--- config.mk ---
export PLATFORM = sky130hd
export DESIGN_NAME = round_robin_quantum_scheduler
export DESIGN_NICKNAME = d
export VERILOG_FILES = /design/src/rtl/rrqs_pkg.sv /design/src/rtl/rrqs_ram.sv /design/src/rtl/round_robin_quantum_scheduler.sv
export SDC_FILE = /design/constraint.sdc
export NUM_CORES = 2
export LEC_CHECK = 0
export BUFFER_PORTS_ARGS = -buffer_cell sky130_fd_sc_hd__buf_4
export CAP_MARGIN = 20
export CORE_AREA = 5 5 344 346
export DETAILED_ROUTE_END_ITERATION = 10
export DIE_AREA = 0 0 349 351
export PLACE_DENSITY = 0.79
export SETUP_SLACK_MARGIN = 0.1
export SLEW_MARGIN = 25
export SYNTH_ARGS = -nofsm -noshare
export SYNTH_HDL_FRONTEND = slang
export SYNTH_SLANG_ARGS = --single-unit
--- constraint.sdc ---
create_clock -name i_clk -period 13.55 [get_ports i_clk]
set_input_delay 2.71 -clock i_clk [delete_from_list [all_inputs] [get_ports i_clk]]
set_output_delay 2.71 -clock i_clk [all_outputs]
set_load 0.05 [all_outputs]
--- src/rtl/rrqs_pkg.sv ---
// shared constants of the round robin quantum scheduler: state codes and stream field layout
package rrqs_pkg;

    localparam int ST_BITS = 2;
    localparam logic [ST_BITS-1:0] ST_IDLE = 2'd0;
    localparam logic [ST_BITS-1:0] ST_SCAN = 2'd1;
    localparam logic [ST_BITS-1:0] ST_RUN  = 2'd2;
    localparam logic [ST_BITS-1:0] ST_LOAD = 2'd3;

    localparam logic OP_LOAD = 1'b0;
    localparam logic OP_TICK = 1'b1;

    localparam logic CFG_QUANTUM = 1'b0;
    localparam logic CFG_PCOUNT  = 1'b1;

    localparam int IN_BITS  = 48;
    localparam int OUT_BITS = 136;
    localparam int OUT_USED = 131;

endpackage

--- src/rtl/rrqs_ram.sv ---
// generic single port write, single port read ram with registered read data
module rrqs_ram #(
    parameter int WIDTH = 8,
    parameter int DEPTH = 16
) (
    input  logic                     i_clk,
    input  logic                     i_we,
    input  logic [$clog2(DEPTH)-1:0] i_waddr,
    input  logic [WIDTH-1:0]         i_wdata,
    input  logic [$clog2(DEPTH)-1:0] i_raddr,
    output logic [WIDTH-1:0]         o_rdata
);

    logic [WIDTH-1:0] r_mem [DEPTH];

    always_ff @(posedge i_clk) begin
        if (i_we) begin
            r_mem[i_waddr] <= i_wdata;
        end
        o_rdata <= r_mem[i_raddr];
    end

endmodule

--- src/rtl/round_robin_quantum_scheduler.sv ---
// top level of the round robin quantum scheduler
//
// Round robin process scheduler with a time quantum, one tick per stream transaction.
// A transaction with tuser 0 loads a process slot (id, arrival, burst) and restarts the
// run; tuser 1 advances time by one tick. Every transaction returns exactly one result.
// Slot records live in one ram with a registered read; started and "remaining reloaded"
// flags live in flip-flops so a restart clears them together. A load writes its record
// into the ram when accepted and returns its result from the load state. A tick that
// continues an active slice goes straight to the run state. A tick that needs a new
// dispatch scans the slots in use through the ram read port, one slot per cycle,
// pipelined, stopping at the first ready process. The next transaction is taken while
// a result still waits in the output register.
module round_robin_quantum_scheduler #(
    parameter int MAX_PROCS = 16,
    parameter int TIME_BITS = 16
) (
    input  logic                          i_clk,
    input  logic                          i_rst_n,
    // configuration write channel
    input  logic                          i_cfg_valid,
    output logic                          o_cfg_ready,
    input  logic                          i_cfg_index,
    input  logic [15:0]                   i_cfg_data,
    // input items
    input  logic                          s_axis_tvalid,
    output logic                          s_axis_tready,
    // slot[3:0], proc_id[11:4], arrival[27:12], burst[43:28], zero pad
    input  logic [rrqs_pkg::IN_BITS-1:0]  s_axis_tdata,
    // op[0]
    input  logic                          s_axis_tuser,
    // results
    output logic                          m_axis_tvalid,
    input  logic                          m_axis_tready,
    // run_id[7:0], ran[8], finished[9], finished_id[17:10], finish_time[33:18],
    // turnaround[49:34], waiting[65:50], response[81:66], all_done[82],
    // dispatch_count[98:83], busy_ticks[114:99], time_now[130:115], zero pad
    output logic [rrqs_pkg::OUT_BITS-1:0] m_axis_tdata
);

    localparam int SW = $clog2(MAX_PROCS);
    localparam int NW = $clog2(MAX_PROCS + 1);
    localparam int TW = TIME_BITS;
    localparam int WX = (TW > 16) ? TW : 16;
    // ram record: id, arrival, burst, remaining, response
    localparam int EW = 8 + TW + 16 + 16 + TW;

    // configuration
    logic [15:0] r_quantum;
    logic [4:0]  r_pcount;

    // control state
    logic [rrqs_pkg::ST_BITS-1:0] r_state;
    logic [TW-1:0]        r_time;
    logic [SW-1:0]        r_last;
    logic [15:0]          r_slice;
    logic [SW-1:0]        r_slot;
    logic [4:0]           r_done_cnt;
    logic [15:0]          r_switch;
    logic [15:0]          r_busy;
    logic [MAX_PROCS-1:0] r_started;
    logic [MAX_PROCS-1:0] r_remv;

    // cached record of the running slot
    logic [7:0]    r_e_id;
    logic [TW-1:0] r_e_arr;
    logic [15:0]   r_e_burst;
    logic [15:0]   r_e_rem;
    logic [TW-1:0] r_e_resp;

    // scan pipeline
    logic [SW-1:0] r_iss_j;
    logic [NW-1:0] r_iss_k;
    logic [NW-1:0] r_chk_k;
    logic          r_pv;
    logic [SW-1:0] r_pslot;

    // output register
    logic                          r_ov;
    logic [rrqs_pkg::OUT_BITS-1:0] r_out;

    // input fields
    logic          in_op;
    logic [3:0]    in_slot;
    logic [7:0]    in_id;
    logic [15:0]   in_arr;
    logic [15:0]   in_burst;
    logic          in_acc;

    assign in_op    = s_axis_tuser;
    assign in_slot  = s_axis_tdata[3:0];
    assign in_id    = s_axis_tdata[11:4];
    assign in_arr   = s_axis_tdata[27:12];
    assign in_burst = s_axis_tdata[43:28];

    assign s_axis_tready = (r_state == rrqs_pkg::ST_IDLE);
    assign in_acc        = s_axis_tvalid && s_axis_tready;
    assign o_cfg_ready   = 1'b1;
    assign m_axis_tvalid = r_ov;
    assign m_axis_tdata  = r_out;

    // slots in use, saturated at the slot count
    logic [NW-1:0] n_use;
    assign n_use = (32'(r_pcount) > MAX_PROCS) ? NW'(MAX_PROCS) : NW'(r_pcount);

    // first slot of a scan: after the last dispatched, wrapping at the count
    logic [SW-1:0] scan_start;
    assign scan_start = (32'(r_last) + 1 >= 32'(n_use)) ? '0 : SW'(32'(r_last) + 1);

    logic [SW-1:0] iss_next;
    assign iss_next = (32'(r_iss_j) + 1 >= 32'(n_use)) ? '0 : SW'(32'(r_iss_j) + 1);

    // ram
    logic          ram_we;
    logic [SW-1:0] ram_waddr;
    logic [EW-1:0] ram_wdata;
    logic [EW-1:0] ram_rdata;

    rrqs_ram #(
        .WIDTH(EW),
        .DEPTH(MAX_PROCS)
    ) u_ram (
        .i_clk   (i_clk),
        .i_we    (ram_we),
        .i_waddr (ram_waddr),
        .i_wdata (ram_wdata),
        .i_raddr (r_iss_j),
        .o_rdata (ram_rdata)
    );

    // record read during the scan
    logic [7:0]    d_id;
    logic [TW-1:0] d_arr;
    logic [15:0]   d_burst;
    logic [15:0]   d_rem;
    logic [TW-1:0] d_resp;
    logic          d_hit;

    assign {d_id, d_arr, d_burst} = ram_rdata[EW-1 -: 8 + TW + 16];
    // a slot not touched since restart still has its whole burst left
    assign d_rem  = r_remv[r_pslot] ? ram_rdata[TW +: 16] : d_burst;
    assign d_resp = ram_rdata[TW-1:0];
    assign d_hit  = r_pv && (d_arr <= r_time) && (d_rem != 16'd0);

    logic [15:0] q_eff;
    assign q_eff = (r_quantum == 16'd0) ? 16'd1 : r_quantum;

    // tick arithmetic on the running slot
    logic          ran;
    logic          out_free;
    logic          ov_set;
    logic [TW-1:0] time_n;
    logic [15:0]   rem_n;
    logic          fin;
    logic [4:0]    done_n;
    logic [15:0]   busy_n;
    logic [TW-1:0] tat;
    logic [WX-1:0] wait_v;
    logic          slot_ok;

    assign out_free = !r_ov || m_axis_tready;
    // a result is written into the output register this cycle
    assign ov_set   = (r_state == rrqs_pkg::ST_RUN || r_state == rrqs_pkg::ST_LOAD) && out_free;
    assign ran      = (r_slice != 16'd0);
    assign time_n   = (r_time != '1) ? r_time + 1'b1 : r_time;
    assign rem_n    = r_e_rem - 16'd1;
    assign fin      = ran && (rem_n == 16'd0);
    assign done_n   = (fin && r_done_cnt != 5'd31) ? r_done_cnt + 5'd1 : r_done_cnt;
    assign busy_n   = (ran && r_busy != 16'hFFFF) ? r_busy + 16'd1 : r_busy;
    assign tat      = time_n - r_e_arr;
    assign wait_v   = (WX'(tat) > WX'(r_e_burst)) ? WX'(tat) - WX'(r_e_burst) : '0;
    assign slot_ok  = (32'(in_slot) < MAX_PROCS);

    always_comb begin
        ram_we    = 1'b0;
        ram_waddr = r_slot;
        ram_wdata = {r_e_id, r_e_arr, r_e_burst, rem_n, r_e_resp};
        if (in_acc && in_op == rrqs_pkg::OP_LOAD) begin
            ram_we    = slot_ok;
            ram_waddr = SW'(in_slot);
            ram_wdata = {in_id, TW'(in_arr), in_burst, 16'd0, TW'(0)};
        end else if (r_state == rrqs_pkg::ST_RUN && out_free && ran) begin
            ram_we = 1'b1;
        end
    end

    always_ff @(posedge i_clk) begin
        if (!i_rst_n) begin
            r_quantum  <= 16'd4;
            r_pcount   <= 5'd16;
            r_state    <= rrqs_pkg::ST_IDLE;
            r_time     <= '0;
            r_last     <= SW'(MAX_PROCS - 1);
            r_slice    <= '0;
            r_slot     <= '0;
            r_done_cnt <= '0;
            r_switch   <= '0;
            r_busy     <= '0;
            r_started  <= '0;
            r_remv     <= '0;
            r_pv       <= 1'b0;
            r_ov       <= 1'b0;
        end else begin
            if (i_cfg_valid) begin
                case (i_cfg_index)
                    rrqs_pkg::CFG_QUANTUM: r_quantum <= i_cfg_data;
                    rrqs_pkg::CFG_PCOUNT:  r_pcount  <= i_cfg_data[4:0];
                    default: ;
                endcase
            end
            if (ov_set) begin
                r_ov <= 1'b1;
            end else if (m_axis_tready) begin
                r_ov <= 1'b0;
            end

            case (r_state)
                rrqs_pkg::ST_IDLE: begin
                    if (in_acc) begin
                        if (in_op == rrqs_pkg::OP_LOAD) begin
                            // restart the run
                            r_time     <= '0;
                            r_last     <= SW'(MAX_PROCS - 1);
                            r_slice    <= '0;
                            r_slot     <= '0;
                            r_done_cnt <= '0;
                            r_switch   <= '0;
                            r_busy     <= '0;
                            r_started  <= '0;
                            r_remv     <= '0;
                            r_state    <= rrqs_pkg::ST_LOAD;
                        end else if (r_slice != 16'd0 || n_use == '0) begin
                            r_state <= rrqs_pkg::ST_RUN;
                        end else begin
                            r_iss_j <= scan_start;
                            r_iss_k <= '0;
                            r_chk_k <= '0;
                            r_pv    <= 1'b0;
                            r_state <= rrqs_pkg::ST_SCAN;
                        end
                    end
                end

                rrqs_pkg::ST_SCAN: begin
                    if (d_hit) begin
                        // dispatch the slot just checked
                        r_slot    <= r_pslot;
                        r_last    <= r_pslot;
                        r_e_id    <= d_id;
                        r_e_arr   <= d_arr;
                        r_e_burst <= d_burst;
                        r_e_rem   <= d_rem;
                        r_e_resp  <= r_started[r_pslot] ? d_resp : r_time - d_arr;
                        r_started[r_pslot] <= 1'b1;
                        if (r_switch != 16'hFFFF) begin
                            r_switch <= r_switch + 16'd1;
                        end
                        r_slice <= (d_rem < q_eff) ? d_rem : q_eff;
                        r_pv    <= 1'b0;
                        r_state <= rrqs_pkg::ST_RUN;
                    end else begin
                        if (r_pv) begin
                            r_chk_k <= r_chk_k + 1'b1;
                        end
                        if (r_pv && r_chk_k + 1'b1 == n_use) begin
                            // nothing ready this tick
                            r_pv    <= 1'b0;
                            r_state <= rrqs_pkg::ST_RUN;
                        end else if (r_iss_k != n_use) begin
                            r_pv    <= 1'b1;
                            r_pslot <= r_iss_j;
                            r_iss_j <= iss_next;
                            r_iss_k <= r_iss_k + 1'b1;
                        end else begin
                            r_pv <= 1'b0;
                        end
                    end
                end

                rrqs_pkg::ST_RUN: begin
                    if (out_free) begin
                        r_time     <= time_n;
                        r_busy     <= busy_n;
                        r_done_cnt <= done_n;
                        if (ran) begin
                            r_e_rem        <= rem_n;
                            r_remv[r_slot] <= 1'b1;
                            r_slice        <= fin ? 16'd0 : r_slice - 16'd1;
                        end
                        r_out <= {
                            (rrqs_pkg::OUT_BITS - rrqs_pkg::OUT_USED)'(0),
                            16'(time_n),
                            busy_n,
                            r_switch,
                            (32'(done_n) >= 32'(n_use)),
                            fin ? 16'(r_e_resp) : 16'd0,
                            fin ? wait_v[15:0] : 16'd0,
                            fin ? 16'(tat) : 16'd0,
                            fin ? 16'(time_n) : 16'd0,
                            fin ? r_e_id : 8'd0,
                            fin,
                            ran,
                            ran ? r_e_id : 8'd0
                        };
                        r_state <= rrqs_pkg::ST_IDLE;
                    end
                end

                rrqs_pkg::ST_LOAD: begin
                    if (out_free) begin
                        r_out <= {
                            (rrqs_pkg::OUT_BITS - rrqs_pkg::OUT_USED)'(0),
                            16'd0,
                            16'd0,
                            16'd0,
                            (n_use == '0),
                            82'd0
                        };
                        r_state <= rrqs_pkg::ST_IDLE;
                    end
                end

                default: r_state <= rrqs_pkg::ST_IDLE;
            endcase
        end
    end

endmodule
* Yosys cells after proc, flatten, opt, wreduce, memory -nomap -nowiden
Memories as Yosys holds them, arrays and structs flattened. A register that Yosys moved wholly into a read port is not among the register bits.
Index checks and enable logic that the tools add are counted.
** Word-level totals
- Register bits after elaboration :: 360
- Bits in writable memories :: 1152
- Output and inout port bits :: 139
- Memories kept :: 1
** Operators by class
- $add $sub $neg :: 13
- $lt $le $gt $ge :: 11
- Equal/unequal tests :: 24
- Mux-type cells :: 101
- Bitwise logic cells :: 6
- Reductions and logical operators :: 45
** Memories
- u_ram.r_mem :: depth 16, bits a word 72, read ports 1, clocked after Yosys merged registers in 1, wr ports 1, line rrqs_ram.sv:14 : logic [WIDTH-1:0] r_mem [DEPTH];
** Operator list (count)
- 16-bit 2-to-1 mux :: 27
- 136-bit 2-to-1 mux :: 2
- 136-bit case mux with 2 select lines :: 1
- 16-bit case mux with 2 select lines :: 6
- 72-bit 2-to-1 mux :: 1
- 5-bit 2-to-1 mux :: 13
- 32-bit by 5-bit greater-or-equal comparator with 1-bit output :: 2
- 4-bit 2-to-1 mux :: 14
- 16-bit by 1-bit adder with 16-bit output (second input constant) :: 3
- 16-bit inequality test (second input constant) :: 3
- 16-bit case mux with 3 select lines :: 1
- 16-bit subtractor :: 3
- 16-bit logical NOT :: 2
- 16-bit bitwise OR :: 2
- 16-bit nonzero test :: 2
- 16-bit by 1-bit subtractor with 16-bit output (second input constant) :: 2
- 5-bit case mux with 2 select lines :: 3
- 4-bit case mux with 2 select lines :: 3
- 2-bit inequality test (second input constant) :: 11
- 5-bit AND reduction :: 4
- 16-bit > comparator :: 1
- 16-bit <= comparator :: 1
- 16-bit less-than comparator :: 1
- 1-bit 2-to-1 mux :: 16
- 34 further kinds :: 76

* Longest topological paths before layout
- Depth after elaboration :: 8
- Mapped depth :: 24

* Cells and area by module
Synthesis repeated with hierarchy kept, for this count alone.
** Second synthesis, totals
- Cell total of the unflattened synthesis :: 3868
- Area total of the unflattened synthesis :: 63891.3 sq um
** By module, submodules not included
- rrqs_ram :: instances 1, cells an instance 1850, area an instance 44551.5 sq um, sequential area each 36034.6 sq um
- round_robin_quantum_scheduler :: instances 1, cells an instance 2018, area an instance 19339.8 sq um, sequential area each 9318.9 sq um

* Worst setup path before layout
No wires, ideal clock.
- Kind :: input to register
- From :: input port i_rst_n
- To :: register r_out, in the netlist m_axis_tdata[0] (enable)
- Setup time :: 0.783 ns
- Data arrival time :: 12.264 ns
- Required time :: 12.767 ns
- Path slack :: 0.503 ns
- Stages :: 4
- Path through :: clkbuf_1 > clkinv_1 > clkbuf_1 > nor3_1
** On the way
- Longest elaborated chain between the ends :: 1
** Ends and longest elaborated chain
- start, declared :: line round_robin_quantum_scheduler.sv:18 : input logic i_rst_n,
- 4-bit AND reduction (no source line)
- end signal, assigned :: line round_robin_quantum_scheduler.sv:289 : r_out <= {
- end signal, assigned :: line round_robin_quantum_scheduler.sv:310 : r_out <= {
- end, declared :: line round_robin_quantum_scheduler.sv:79 : logic [rrqs_pkg::OUT_BITS-1:0] r_out;
No other way between the ends.
A chain may end at the register's enable or synchronous reset.

* Final worst setup path
- From :: register r_time[3]
- To :: register r_out, in the netlist m_axis_tdata[63], data pin
** On the way
- Longest elaborated chain between the ends :: 8
** Ends and longest elaborated chain
- start, declared :: line round_robin_quantum_scheduler.sv:53 : logic [TW-1:0] r_time;
- start signal, assigned :: line round_robin_quantum_scheduler.sv:281 : r_time <= time_n;
- 16-bit by 1-bit adder with 16-bit output or 16-bit inequality test (tied branches) :: line round_robin_quantum_scheduler.sv:164 : assign time_n = (r_time != '1) ? r_time + 1'b1 : r_time;
- 16-bit 2-to-1 mux * :: line round_robin_quantum_scheduler.sv:164
- net time_n[5] :: line round_robin_quantum_scheduler.sv:151 : logic [TW-1:0] time_n;
- 16-bit subtractor * :: line round_robin_quantum_scheduler.sv:169 : assign tat = time_n - r_e_arr;
- net tat[15] :: line round_robin_quantum_scheduler.sv:156 : logic [TW-1:0] tat;
- 16-bit > comparator * :: line round_robin_quantum_scheduler.sv:170 : assign wait_v = (WX'(tat) > WX'(r_e_burst)) ? WX'(tat) - WX'(r_e_burst) : '0;
- 16-bit 2-to-1 mux * :: line round_robin_quantum_scheduler.sv:170
- 16-bit 2-to-1 mux * :: line round_robin_quantum_scheduler.sv:296 : fin ? wait_v[15:0] : 16'd0,
- 136-bit 2-to-1 mux * :: line round_robin_quantum_scheduler.sv:280 : if (out_free) begin
- 136-bit case mux with 2 select lines * :: line round_robin_quantum_scheduler.sv:216 : case (r_state)
Mark *: on every way through the listed nets, which the timed path passes. The rest lies on a longest branch. The select of a mux whose other input is x is not followed.

==> qor.log <==
[synth] largest family of logic cells by synthesized area multiplexers
[setup_path] Critical Path Slowest Stage Cell nor4_2
[sta] Setup violations, final 0
[synth] Synth Area in Adders 0.0195
[floorplanning] Core Region 115000 um^2
[hold_path] Hold Crit Depth 0
[sta] clock period minus worst slack 6.99 ns
[detailed_routing] drt wl/cell 28.6 um
[cts] clock network latency to the later pin of the worst-skew pair 0.77 ns
[cells_and_area] fraction of layout instances using a drive strength above 1 0.225
[cells_and_area] post-route non-filler standard cell count 5654
[power] worst-case vdd ir drop 0.152 mV
[floorplanning] starting density of the core 0.555
[setup_path] type of destination of the critical path register
[place] placed standard-cell area 67500 um^2
[synth] compound-gate portion of the synthesized area 0.0372
[outcome] run status complete, no violations
[sta] Final Hold Viols 0
[power] total power per unit cell area 173 nW/um^2
[setup_path] data arrival time of the worst path 7.46 ns
[synth] most frequent cells after synthesis edfxtp_1 (1373), mux4_2 (370), nor2_1 (274)
[power] proportion of total power due to net switching 0.277
[sta] least setup slack across all paths after layout 6.56 ns
[cts] post-cts sizing count 0
[synth] Netlist Area Pre-Place 63900 um^2
[detailed_routing] number of vias per cell after detailed routing 6.44
[power] fraction of power consumed by the clock network 0.339
[grt] GR Overflow Total 0
[synth] count of synthesis-stage warnings from yosys 0
[synth] Async S/R FF share, synth 0
[floorplanning] horizontal die dimension 349 um
[sta] final worst-path cycle share 0.516
[synth] #FFs+latches synth 1579
[cts] master cell of the clock root buffer clkbuf_16
[detailed_routing] DR pass1 iterations 8
[floorplanning] Die Outline Area 122000 um^2
[synth] post-synthesis average cell area 17.1 um^2
[setup_path] Setup crit start kind register
[cells_and_area] NumNets Final 4168
[grt] number of global-route vias before repair 35700
[synth] largest area contributor in the netlist edfxtp_1
[setup_path] Required @ worst endpoint 14.02 ns
[setup_path] Buf+Inv Stages, Crit Path 1
[detailed_routing] # DRC 0
[floorplanning] y dimension of the die 351 um
[setup_path] critical path class register to register
[setup_path] number of cells on the worst reg-to-reg path 20
[cells_and_area] final standard cell area without fillers 72600 um^2
[detailed_routing] Antenna Nets Post-Route 0
[synth] area share of the leading cell type in the synthesized netlist 0.645
[detailed_routing] routed vias 36400
[place] detailed placement HPWL 90300 um
[setup_path] delay of the slowest cell on the worst path 0.82 ns
[setup_path] crit-path leading delay family simple AND/OR/NAND/NOR gates
[cts] # hold bufs at CTS 0
[sta] Max-Slew Margin vs Limit 0.261
[place] count of placed standard cells including taps 5365
[sta] Achievable Freq 143 MHz
[cts] buffers inserted during post-CTS setup optimization 0
[synth] count leader, synth edfxtp_1
[power] combinational share of power 0.185
[setup_path] list of cells traversed by the critical path and3_1 > nand4_1 > nor4_2 > nor2_1 > and3_1 > xnor2_1 > inv_1 > ha_1 > or2_2 > o31ai_1 > a211oi_1 > nor3_1 > o311ai_0 > a21oi_1 > xnor2_1 > ha_1 > and3_1 > a221oi_1 > a211o_1 > nor2_1
[power] Pint 9.08 mW
[power] Switch Pwr 3.48 mW
[grt] antenna violations before repair 9
[detailed_routing] detailed-route wire length 161000 um
[synth] xor and xnor area share after synthesis 0.0151
[floorplanning] Cell Rows 125
[synth] EDFF count, synth 1373
[synth] mux share of post-synthesis cell area 0.137
[place] gp weighted congestion 0.891
[cts] TritonCTS clock tree done
[cts] H-tree depth 4
[setup_path] maximum fanout along the worst path 16
[cts] clock-pin slew on the worst setup and hold paths 0.06 ns
[sta] largest clock skew in the final design 0.0550 ns
[floorplanning] IO Count 210
[cts] total CTS buffers 153
[setup_path] Crit. path cell count 20
[place] count of port buffers added during placement 199
[setup_path] critical path's most frequent cell and3_1
[grt] global-route usage over all layers 0.262
[cts] count of clock tree sinks 1579
[synth] number of unique standard cell types used by synthesis 75
[cells_and_area] number of fillers in the final layout 7719
[power] Flop pwr share 0.476
[sta] number of max-slew violations in the final report 0
[sta] TNS Setup 0 ns
[sta] unrepaired setup endpoints after global routing no
[sta] transition at the pin with the smallest max-transition slack 1.11 ns
[synth] most used flip-flop cell after synthesis edfxtp_1
[grt] largest net degree at the start of global routing 151
[detailed_routing] Iter 0 DRT Violations 5156
[place] minimum setup slack after placement 6.66 ns
[grt] global-route wire length before repair 236000 um
[synth] number of instances in the synthesized netlist 3728
[hold_path] type of the worst min-delay path register to register
[run] maximum capacitance violations 0
[synth] sequential cell area fraction in the yosys report 0.710
[synth] top post-synthesis cells by area edfxtp_1 (65%), mux4_2 (13%), dfxtp_1 (6.5%)
[cells_and_area] Area growth syn-to-layout 13.6%
[synth] Simple-Gate Fraction of Synth Area 0.0652
[cts] Max clock buf depth 3
[power] leakage dissipation 24.5 nW
## power groups by stage
stage / Clock (mW) / Sequential, mW / Combinational [mW]
after floorplan: 0 / 6.20 / 1.41
after global placement: 0 / 6.04 / 2.23
after detailed placement: 0 / 6.06 / 2.28
after CTS: 4.30 / 5.97 / 2.31
after global routing: 4.52 / 5.99 / 2.48
final: 4.26 / 5.97 / 2.32
## stage by stage
step                      hold slack, ns  total power [mW]   util
after floorplan                    0.386              7.61      -
after global placement             0.387              8.27  0.586
after detailed placement           0.392              8.33  0.586
after CTS                          0.404              12.6  0.630
after global routing               0.413              13.0  0.631
final                              0.404              12.6  0.631
## final cells by class
type                    instances  area (um^2)  area share
clock inverters                74          826      0.0114
flip-flops and latches       1579        45400       0.624
well taps                    1524         1910      0.0263
multi-input cells            1879        17700       0.244
inverters                     103          387     0.00532
diodes                          3         7.51    0.000103
clock buffers                 209         4190      0.0577
repair buffers                283         2270      0.0312
## flip-flops by register name, summed over array words and instances (netlist names), 4 cells and up
| name | count |
|---|---|
| u_ram.r_mem | 1152 |
| m_axis_tdata | 131 |
| u_ram.o_rdata | 72 |
| r_busy | 16 |
| r_e_arr | 16 |
| r_e_burst | 16 |
| r_e_rem | 16 |
| r_e_resp | 16 |
| r_quantum | 16 |
| r_remv | 16 |
| r_slice | 16 |
| r_started | 16 |
| r_switch | 16 |
| r_time | 16 |
| r_e_id | 8 |
| r_chk_k | 5 |
| r_done_cnt | 5 |
| r_iss_k | 5 |
| r_pcount | 5 |
| r_iss_j | 4 |
| r_last | 4 |
| r_pslot | 4 |
| r_slot | 4 |
## layer usage
| metal | global-route usage | vias to the layer above | share of wire |
|---|---|---|---|
| met5 | 0 | - | 0.000056 |
| met4 | 0.0814 | 2 | 0.032 |
| met3 | 0.0616 | 328 | 0.11 |
| met2 | 0.419 | 2446 | 0.48 |
| met1 | 0.365 | 18500 | 0.37 |
| li1 | - | 15100 | - |
## layout by cell type, fill, tap and decap left out, drive strengths merged, types with 81 or more instances in the layout
| cell | Yosys | final |
|---|---|---|
| ha | 95 | 95 |
| nand2 | 217 | 217 |
| and2 | 81 | 81 |
| nor2 | 274 | 274 |
| inv | 101 | 108 |
| buf | 48 | 283 |
| edfxtp | 1373 | 1373 |
| dfxtp | 206 | 206 |
| o21ai | 98 | 98 |
| mux4 | 370 | 370 |
| a21oi | 136 | 136 |
| clkbuf | 123 | 209 |
## worst reg2reg max path: cells and delay by family, from the launching register on
kind                     cells  cell delay [ns]
flip-flops                   1             0.45
AND/OR/NAND/NOR              9             2.53
AO/OA/AOI/OAI                6             1.77
buffers and inverters        1             0.15
adder cells (fa/ha/maj)      2             0.77
XOR/XNOR                     2             1.04
## final timing paths
path,startpoint,end,slack [ns]
worst max-delay path,r_time[3],m_axis_tdata[63],6.56
worst min register to register,u_ram.o_rdata[71],r_e_id[7],0.40
worst min-delay path,u_ram.o_rdata[71],r_e_id[7],0.40
worst max register to register,r_time[3],m_axis_tdata[63],6.56
## cell families after synthesis
family,Yosys count
and+or+nand+nor,867
xor gates and xnor gates,110
other,2
buffers and inverters,274
adders and majority gates,98
AOI/OAI and AO/OA,391
muxes,407
DFF,1579
Power figures use the tool's default switching activity.
